[src/pool2d_pkg.sv]
// ----------------------------------------------------------------------------
// pool2d_pkg
// Shared types, register codes, reset values and small arithmetic helpers
// for the streaming 2-D max/average pooling block.
// ----------------------------------------------------------------------------
`default_nettype none

package pool2d_pkg;

  // Default build sizes
  localparam int unsigned MAX_COLS_DEF    = 512;
  localparam int unsigned MAX_KERNEL_DEF  = 8;
  localparam int unsigned SAMPLE_BITS_DEF = 16;

  // Fixed field widths
  localparam int unsigned CFG_IDX_BITS  = 3;
  localparam int unsigned CFG_DATA_BITS = 17;
  localparam int unsigned KSIZE_BITS    = 4;
  localparam int unsigned IMG_BITS      = 10;
  localparam int unsigned RECIP_BITS    = 17;
  localparam int unsigned RECIP_FRAC    = 16;
  localparam int unsigned POS_BITS      = 9;
  localparam int unsigned ROW_BITS      = 9;
  localparam int unsigned ROW_LIMIT     = 512;
  localparam int unsigned DIV_BITS      = 13;

  // Register reset values
  localparam int unsigned KERNEL_H_RST = 2;
  localparam int unsigned KERNEL_W_RST = 2;
  localparam int unsigned IMG_W_RST    = 512;
  localparam int unsigned IMG_H_RST    = 512;
  localparam int unsigned RECIP_RST    = 16384;

  typedef enum logic [CFG_IDX_BITS-1:0] {
    REG_POOL_MODE  = 3'd0,
    REG_KERNEL_H   = 3'd1,
    REG_KERNEL_W   = 3'd2,
    REG_IMAGE_W    = 3'd3,
    REG_IMAGE_H    = 3'd4,
    REG_AVG_RECIP  = 3'd5
  } cfg_reg_e;

  typedef enum logic {
    MODE_MAX = 1'b0,
    MODE_AVG = 1'b1
  } pool_mode_e;

  // Per-sample window flags, worked out from the position counters
  typedef struct packed {
    logic in_window;
    logic first;
    logic ends;
    logic last;
  } item_ctx_t;

  typedef struct packed {
    pool_mode_e             mode;
    logic [RECIP_BITS-1:0]  recip;
  } avg_cfg_t;

  // Zero reads as one, anything above hi reads as hi
  function automatic logic [DIV_BITS-1:0] clamp_val(logic [DIV_BITS-1:0] v,
                                                    int unsigned hi);
    logic [DIV_BITS-1:0] r;
    if (v == '0) begin
      r = DIV_BITS'(1);
    end else if (32'(v) > hi) begin
      r = DIV_BITS'(hi);
    end else begin
      r = v;
    end
    return r;
  endfunction

  // floor(v / k) for k in 1..15 by a Q1.16 reciprocal, exact for v < 4096
  function automatic logic [DIV_BITS-1:0] div_small(logic [DIV_BITS-1:0] v,
                                                    logic [KSIZE_BITS-1:0] k);
    logic [RECIP_BITS-1:0]          m;
    logic [DIV_BITS+RECIP_BITS-1:0] prod;
    case (k)
      4'd2:    m = 17'd32768;
      4'd3:    m = 17'd21846;
      4'd4:    m = 17'd16384;
      4'd5:    m = 17'd13108;
      4'd6:    m = 17'd10923;
      4'd7:    m = 17'd9363;
      4'd8:    m = 17'd8192;
      4'd9:    m = 17'd7282;
      4'd10:   m = 17'd6554;
      4'd11:   m = 17'd5958;
      4'd12:   m = 17'd5462;
      4'd13:   m = 17'd5042;
      4'd14:   m = 17'd4682;
      4'd15:   m = 17'd4370;
      default: m = 17'd65536;
    endcase
    prod = (DIV_BITS+RECIP_BITS)'(v) * (DIV_BITS+RECIP_BITS)'(m);
    return prod[RECIP_FRAC +: DIV_BITS];
  endfunction

endpackage

`default_nettype wire

[src/pool2d_ctrl.sv]
// ----------------------------------------------------------------------------
// pool2d_ctrl
// Configuration registers, derived window counts and raster position
// counters. Gives the partial-store address and window flags of the
// sample currently offered at the input.
// ----------------------------------------------------------------------------
`default_nettype none

module pool2d_ctrl import pool2d_pkg::*; #(
  parameter int unsigned MAX_COLS   = MAX_COLS_DEF,
  parameter int unsigned MAX_KERNEL = MAX_KERNEL_DEF,
  localparam int unsigned ColBits = $clog2(MAX_COLS),
  localparam int unsigned KBits   = $clog2(MAX_KERNEL)
) (
  input  wire logic                     clk_i,
  input  wire logic                     rst_ni,
  input  wire logic                     cfg_we_i,
  input  wire logic [CFG_IDX_BITS-1:0]  cfg_idx_i,
  input  wire logic [CFG_DATA_BITS-1:0] cfg_data_i,
  input  wire logic                     accept_i,
  output item_ctx_t                     ctx_o,
  output logic      [ColBits-1:0]       rd_addr_o,
  output logic      [KBits-1:0]         wro_o,
  output logic      [KBits-1:0]         wco_o,
  output logic      [POS_BITS-1:0]      base_row_o,
  output logic      [POS_BITS-1:0]      base_col_o,
  output avg_cfg_t                      avg_cfg_o
);

  localparam int unsigned WBits   = ColBits + 1;
  localparam int unsigned RLBits  = IMG_BITS + KSIZE_BITS;
  localparam int unsigned OffBits = KSIZE_BITS + 1;
  localparam int unsigned RstW    = (IMG_W_RST > MAX_COLS) ? MAX_COLS : IMG_W_RST;
  localparam int unsigned RstCols = RstW / KERNEL_W_RST;
  localparam int unsigned RstQH   = IMG_H_RST / KERNEL_H_RST;

  pool_mode_e            mode_q, mode_d;
  logic [KSIZE_BITS-1:0] kh_q, kh_d, kw_q, kw_d;
  logic [IMG_BITS-1:0]   imw_q, imw_d, imh_q, imh_d;
  logic [RECIP_BITS-1:0] recip_q, recip_d;
  logic [WBits-1:0]      cols_q, cols_d;
  logic [IMG_BITS-1:0]   quot_h_q, quot_h_d;

  logic [ColBits-1:0]    cp_q, cp_d, oc_q, oc_d;
  logic [ROW_BITS-1:0]   rp_q, rp_d;
  logic [KBits-1:0]      wco_q, wco_d, wro_q, wro_d;

  logic [KSIZE_BITS-1:0] kh_c, kw_c;
  logic [WBits-1:0]      w_c;
  logic [IMG_BITS-1:0]   h_c;
  logic [RLBits-1:0]     row_lim;
  logic                  col_wrap, row_wrap, wco_wrap, wro_wrap;

  // Register writes
  always_comb begin
    mode_d  = mode_q;
    kh_d    = kh_q;
    kw_d    = kw_q;
    imw_d   = imw_q;
    imh_d   = imh_q;
    recip_d = recip_q;
    if (cfg_we_i) begin
      case (cfg_reg_e'(cfg_idx_i))
        REG_POOL_MODE: mode_d  = pool_mode_e'(cfg_data_i[0]);
        REG_KERNEL_H:  kh_d    = cfg_data_i[KSIZE_BITS-1:0];
        REG_KERNEL_W:  kw_d    = cfg_data_i[KSIZE_BITS-1:0];
        REG_IMAGE_W:   imw_d   = cfg_data_i[IMG_BITS-1:0];
        REG_IMAGE_H:   imh_d   = cfg_data_i[IMG_BITS-1:0];
        REG_AVG_RECIP: recip_d = cfg_data_i[RECIP_BITS-1:0];
        default: ;
      endcase
    end
  end

  // Output columns and output rows follow the new register values at once
  assign cols_d = WBits'(div_small(
                    clamp_val(DIV_BITS'(imw_d), MAX_COLS),
                    KSIZE_BITS'(clamp_val(DIV_BITS'(kw_d), MAX_KERNEL))));
  assign quot_h_d = IMG_BITS'(div_small(
                      clamp_val(DIV_BITS'(imh_d), ROW_LIMIT),
                      KSIZE_BITS'(clamp_val(DIV_BITS'(kh_d), MAX_KERNEL))));

  assign kh_c = KSIZE_BITS'(clamp_val(DIV_BITS'(kh_q), MAX_KERNEL));
  assign kw_c = KSIZE_BITS'(clamp_val(DIV_BITS'(kw_q), MAX_KERNEL));
  assign w_c  = WBits'(clamp_val(DIV_BITS'(imw_q), MAX_COLS));
  assign h_c  = IMG_BITS'(clamp_val(DIV_BITS'(imh_q), ROW_LIMIT));

  // Rows below the last whole window band are read but pooled into nothing
  assign row_lim = RLBits'(quot_h_q) * RLBits'(kh_c);

  assign col_wrap = (WBits'(cp_q) + WBits'(1)) >= w_c;
  assign row_wrap = (IMG_BITS'(rp_q) + IMG_BITS'(1)) >= h_c;
  assign wco_wrap = (OffBits'(wco_q) + OffBits'(1)) >= OffBits'(kw_c);
  assign wro_wrap = (OffBits'(wro_q) + OffBits'(1)) >= OffBits'(kh_c);

  always_comb begin
    ctx_o.in_window = (WBits'(oc_q) < cols_q) && (RLBits'(rp_q) < row_lim);
    ctx_o.first     = (wro_q == '0) && (wco_q == '0);
    ctx_o.ends      = wro_wrap && wco_wrap;
    ctx_o.last      = ((RLBits'(rp_q) + RLBits'(1)) >= row_lim) &&
                      ((WBits'(oc_q) + WBits'(1)) >= cols_q);
  end

  assign rd_addr_o  = oc_q;
  assign wro_o      = wro_q;
  assign wco_o      = wco_q;
  assign base_row_o = rp_q - ROW_BITS'(wro_q);
  assign base_col_o = POS_BITS'(cp_q) - POS_BITS'(wco_q);
  assign avg_cfg_o.mode  = mode_q;
  assign avg_cfg_o.recip = recip_q;

  // Advance the raster position on every transfer
  always_comb begin
    cp_d  = cp_q;
    oc_d  = oc_q;
    rp_d  = rp_q;
    wco_d = wco_q;
    wro_d = wro_q;
    if (accept_i) begin
      if (col_wrap) begin
        cp_d  = '0;
        wco_d = '0;
        oc_d  = '0;
        if (row_wrap) begin
          rp_d  = '0;
          wro_d = '0;
        end else begin
          rp_d  = rp_q + ROW_BITS'(1);
          wro_d = wro_wrap ? '0 : wro_q + KBits'(1);
        end
      end else begin
        cp_d = cp_q + ColBits'(1);
        if (wco_wrap) begin
          wco_d = '0;
          oc_d  = oc_q + ColBits'(1);
        end else begin
          wco_d = wco_q + KBits'(1);
        end
      end
    end
  end

  always_ff @(posedge clk_i or negedge rst_ni) begin
    if (!rst_ni) begin
      mode_q   <= MODE_MAX;
      kh_q     <= KSIZE_BITS'(KERNEL_H_RST);
      kw_q     <= KSIZE_BITS'(KERNEL_W_RST);
      imw_q    <= IMG_BITS'(IMG_W_RST);
      imh_q    <= IMG_BITS'(IMG_H_RST);
      recip_q  <= RECIP_BITS'(RECIP_RST);
      cols_q   <= WBits'(RstCols);
      quot_h_q <= IMG_BITS'(RstQH);
      cp_q     <= '0;
      oc_q     <= '0;
      rp_q     <= '0;
      wco_q    <= '0;
      wro_q    <= '0;
    end else begin
      mode_q   <= mode_d;
      kh_q     <= kh_d;
      kw_q     <= kw_d;
      imw_q    <= imw_d;
      imh_q    <= imh_d;
      recip_q  <= recip_d;
      cols_q   <= cols_d;
      quot_h_q <= quot_h_d;
      cp_q     <= cp_d;
      oc_q     <= oc_d;
      rp_q     <= rp_d;
      wco_q    <= wco_d;
      wro_q    <= wro_d;
    end
  end

endmodule

`default_nettype wire

[config.mk]
export PLATFORM = sky130hd
export DESIGN_NAME = pool2d_ctrl
export DESIGN_NICKNAME = d
export VERILOG_FILES = /design/src/pool2d_pkg.sv /design/src/pool2d_ctrl.sv
export SDC_FILE = /design/constraint.sdc
export NUM_CORES = 1
export LEC_CHECK = 0
export ABC_AREA = 1
export BUFFER_PORTS_ARGS = -buffer_cell sky130_fd_sc_hd__buf_4
export CAP_MARGIN = 20
export CORE_MARGIN = 5
export CORE_UTILIZATION = 50
export DETAILED_ROUTE_END_ITERATION = 16
export MAX_ROUTING_LAYER = met4
export PLACE_DENSITY = 0.72
export SLEW_MARGIN = 20
export SYNTH_ARGS = -nofsm -noshare
export SYNTH_HDL_FRONTEND = slang
export SYNTH_SLANG_ARGS = --single-unit
[constraint.sdc]
create_clock -name clk_i -period 8 [get_ports clk_i]
set_input_delay 0.4 -clock clk_i [delete_from_list [all_inputs] [get_ports clk_i]]
set_output_delay 0.4 -clock clk_i [all_outputs]
set_load 0.01 [all_outputs]
==> summary.txt <==
Worst setup path
  • CP Class: primary input to register
  • Buf+Inv Stages, Crit Path: 9
  • Crit-path slowest cell: o22ai_1
  • Endpoint type of the worst setup path: register
  • WP data required: between 8 and 9 ns
  • WP data arrival: about 7.6 ns
  • Worst-path maximum fanout: 11
  • Largest stage delay, worst path: ~0.59 ns
  • Most used cell, CP: fa_1
  • Family with the most delay on the worst path: adder cells
  • CP Launch Type: primary input

Route
  • Via density: approximately 5.3
  • Drc violations: 0
  • First DRT Iteration DRCs: a little over 900
  • Routed WL per cell: roughly 16 um
  • DR vias: approximately 16000
  • Initial DRT Pass Iterations: 6
  • Post-route ant nets: 0
  • Final WL: between 40000 and 50000 um

Clock tree
  • Root Driver: clkbuf_16
  • CTS tree: yes
  • CTS max path bufs: 2
  • Num CTS Buffers: 9
  • H-tree Lvls: 3
  • Clock-pin slew on the worst setup and hold paths: 0.07 ns
  • Insertion delay to the later sink of the worst-skew pair: approximately 0.36 ns
  • Clock Sinks: 99
  • Setup Fix Bufs, Post-CTS: 0

Layout
  • ANT cells: 0
  • Storage element area: about 2500 um2
  • Layout area overhead: 7.88%
  • Final instance area: approximately 20000 um2
  • Multi-input logic area: about 14000 um2
  • Layout cells sized above 1: 8.45%
  • Net count reported at finish: around 3000
  • Post-Layout Cell Count: 2964
  • # fillers: about 3400

Yosys
  • Largest cells by area after synthesis: fa_1 (27%), ha_1 (15%), dfrtp_1 (12%)
  • Post-synthesis sequential area ratio: between 10% and 20%
  • Synth Register Bits: 99
  • EDFF count, synth: 0
  • Mean Syn Cell Area: between 7 and 8 um2
  • Synth warn: 0
  • Ys async rst share: 100%
  • Post-Syn Area: about 18000 um2
  • Yosys cell types: 55
  • Top FF cell, synth: dfrtp_1
  • Syn nets: just under 3000
  • Synth area leader: fa_1
  • Synth Instances: approximately 2400
  • Share of the synthesized area in the top cell type: 27.1%

GRT
  • Overall routing resource usage: 24.2%
  • Vias in the first global route: between 15000 and 20000
  • First-pass GRT wire length: 79800 um
  • Largest net degree at the start of global routing: roughly 70
  • Antenna violations before repair: 0
  • Congestion Overflow GR: 0

STA
  • Final Hold Fails: 0
  • Max-slew headroom: between 30% and 40%
  • Final setup violation count: 0
  • RSZ-0062 raised after global routing: false
  • Highest clock rate: approximately 140 MHz
  • Final worst-path cycle share: 91.2%
  • Final hold slack: ~0.27 ns
  • Actual slew at the worst max-slew pin: 0.904 ns
  • Setup TNS: 0 ns
  • Fin crit period: 7.30 ns
  • Setup Skew: around 0.012 ns
  • Final Slew Violations: 0

Power and ir drop
  • Pwr Total: 5660 uW
  • VDD IR max: ~0.00016 V
  • Leakage Power: between 0.01 and 0.015 uW
  • Pwr/cell area: between 200 and 300 nW/um2

Die
  • I/O pin total: between 70 and 80
  • Total core area: between 30000 and 40000 um2
  • Full die area: about 41000 um2
  • Die width: around 200 um
  • Die height: just over 200 um
  • Starting Density: between 50% and 60%
  • Std cell rows: 70

Outcome
  • Outcome: finished clean

Placement
  • DP Area: around 20000 um2
  • Post-DP HPWL: around 41000 um
  • Port Buffer Count: 78
  • Number of placed instances, taps included: 2947
  • GP Congestion: roughly 1

Hold path
  • Worst Hold Class: primary input to register

Job
  • Max cap viols: 0
## report_power, final
group	total [uW]	leakage [uW]	switching, uW	internal (uW)
Combinational	4420	0.00963	2770	1640
Clock	417	0.000135	190	227
Sequential	827	0.00121	166	661
## repair_timing
action | in CTS | in global routing
endpoints found under the setup margin | 0 | 0
resized for setup | 0 | 0
hold buffers | 1 | 0
hold endpoints to repair | 24 | 0
## worst reg2reg max path, delay by kind of cell (launching register included)
family / cells / cell delay (ns)
AND/OR/NAND/NOR: 11 / 1.26
flip-flops: 1 / 0.54
buffers and inverters: 10 / 1.06
AO/OA/AOI/OAI: 5 / 1.18
adder cells (fa/ha/maj): 7 / 3.16
## cell usage after synthesis (all sizes together) (9+ instances only)
cell,n
inv,572
buf,15
clkbuf,18
a21oi,86
nor3,26
xor2,48
dfrtp,92
fa,250
nand4,19
nor2,262
nand2,540
o211ai,9
nand3,63
xnor2,9
o22ai,14
o21ai,106
ha,215
## final timing paths
kind                                      from           to  slack, ns  cells after the start
min in group asynchronous               rst_ni     imh_q[8]       0.52                      2
worst min-delay path            cfg_data_i[13]  recip_q[13]       0.27                      2
worst min register to register      recip_q[5]   recip_q[5]       0.49                      2
worst max-delay path              cfg_idx_i[2]    cols_q[7]       0.70                     31
worst max register to register         kh_q[3]  quot_h_q[5]       0.71                     33
max in group asynchronous               rst_ni    cols_q[1]       6.27                      3
## registers in the layout (all words and copies together) (netlist names), 4 cells and up
| register | cells |
|---|---|
| cols_q | 10 |
| cp_q | 9 |
| imh_q | 10 |
| imw_q | 10 |
| kh_q | 4 |
| kw_q | 4 |
| quot_h_q | 10 |
| rd_addr_o | 9 |
| recip_q | 17 |
| rp_q | 9 |
## layout by cell type, fill, tap and decap left out, types with 10 or more instances in the layout
cell type	instances
buf_4	101
ha_1	215
o21ai_0	79
nand2_2	18
nand2_1	518
o22ai_1	14
nor2_1	246
inv_2	16
a21oi_1	85
nand3_1	59
fa_1	250
nor3_1	24
xor2_1	48
o21ai_1	14
nand4_1	18
o21ai_2	10
dfrtp_1	92
inv_1	556
## through the flow
| step | util (%) | setup WS (ns) |
|---|---|---|
| CTS | 54.6 | 0.730 |
| global route | 54.6 | 0.108 |
| detailed placement | 53.8 | 0.350 |
| finish | 54.6 | 0.702 |
| global placement | 53.8 | 0.587 |
| floorplan | - | 0.952 |
## cell type report
class,instances,area share [%]
clock buffer,12,1.29
clock inverter,4,0.126
inverter,578,10.9
multi-input combinational,1701,68.4
sequential,99,12.5
tap,468,2.94
timing repair buffer,102,3.86
## metal layers
metal	part of all wire, %	up-vias	global-route usage, %
li1	-	7504	-
met1	43	7520	31.6
met2	47	523	39.3
met3	6.3	100	3.66
met4	3.3	0	7.61
met5	0	-	-
## cells by family (layout without fill, tap and decap cells)
logic type                 count (synthesis)  in the layout  share of synthesized area (%)
AOI/OAI and AO/OA                        254            254                           8.15
xor gates and xnor gates                  57             57                           2.70
adders and majority gates                465            465                           41.7
buffers and inverters                    611            696                           12.7
DFF                                       99             99                           13.5
muxes                                      8              8                          0.488
and+or+nand+nor                          917            917                           20.8
(Power assumes the default switching activity.)
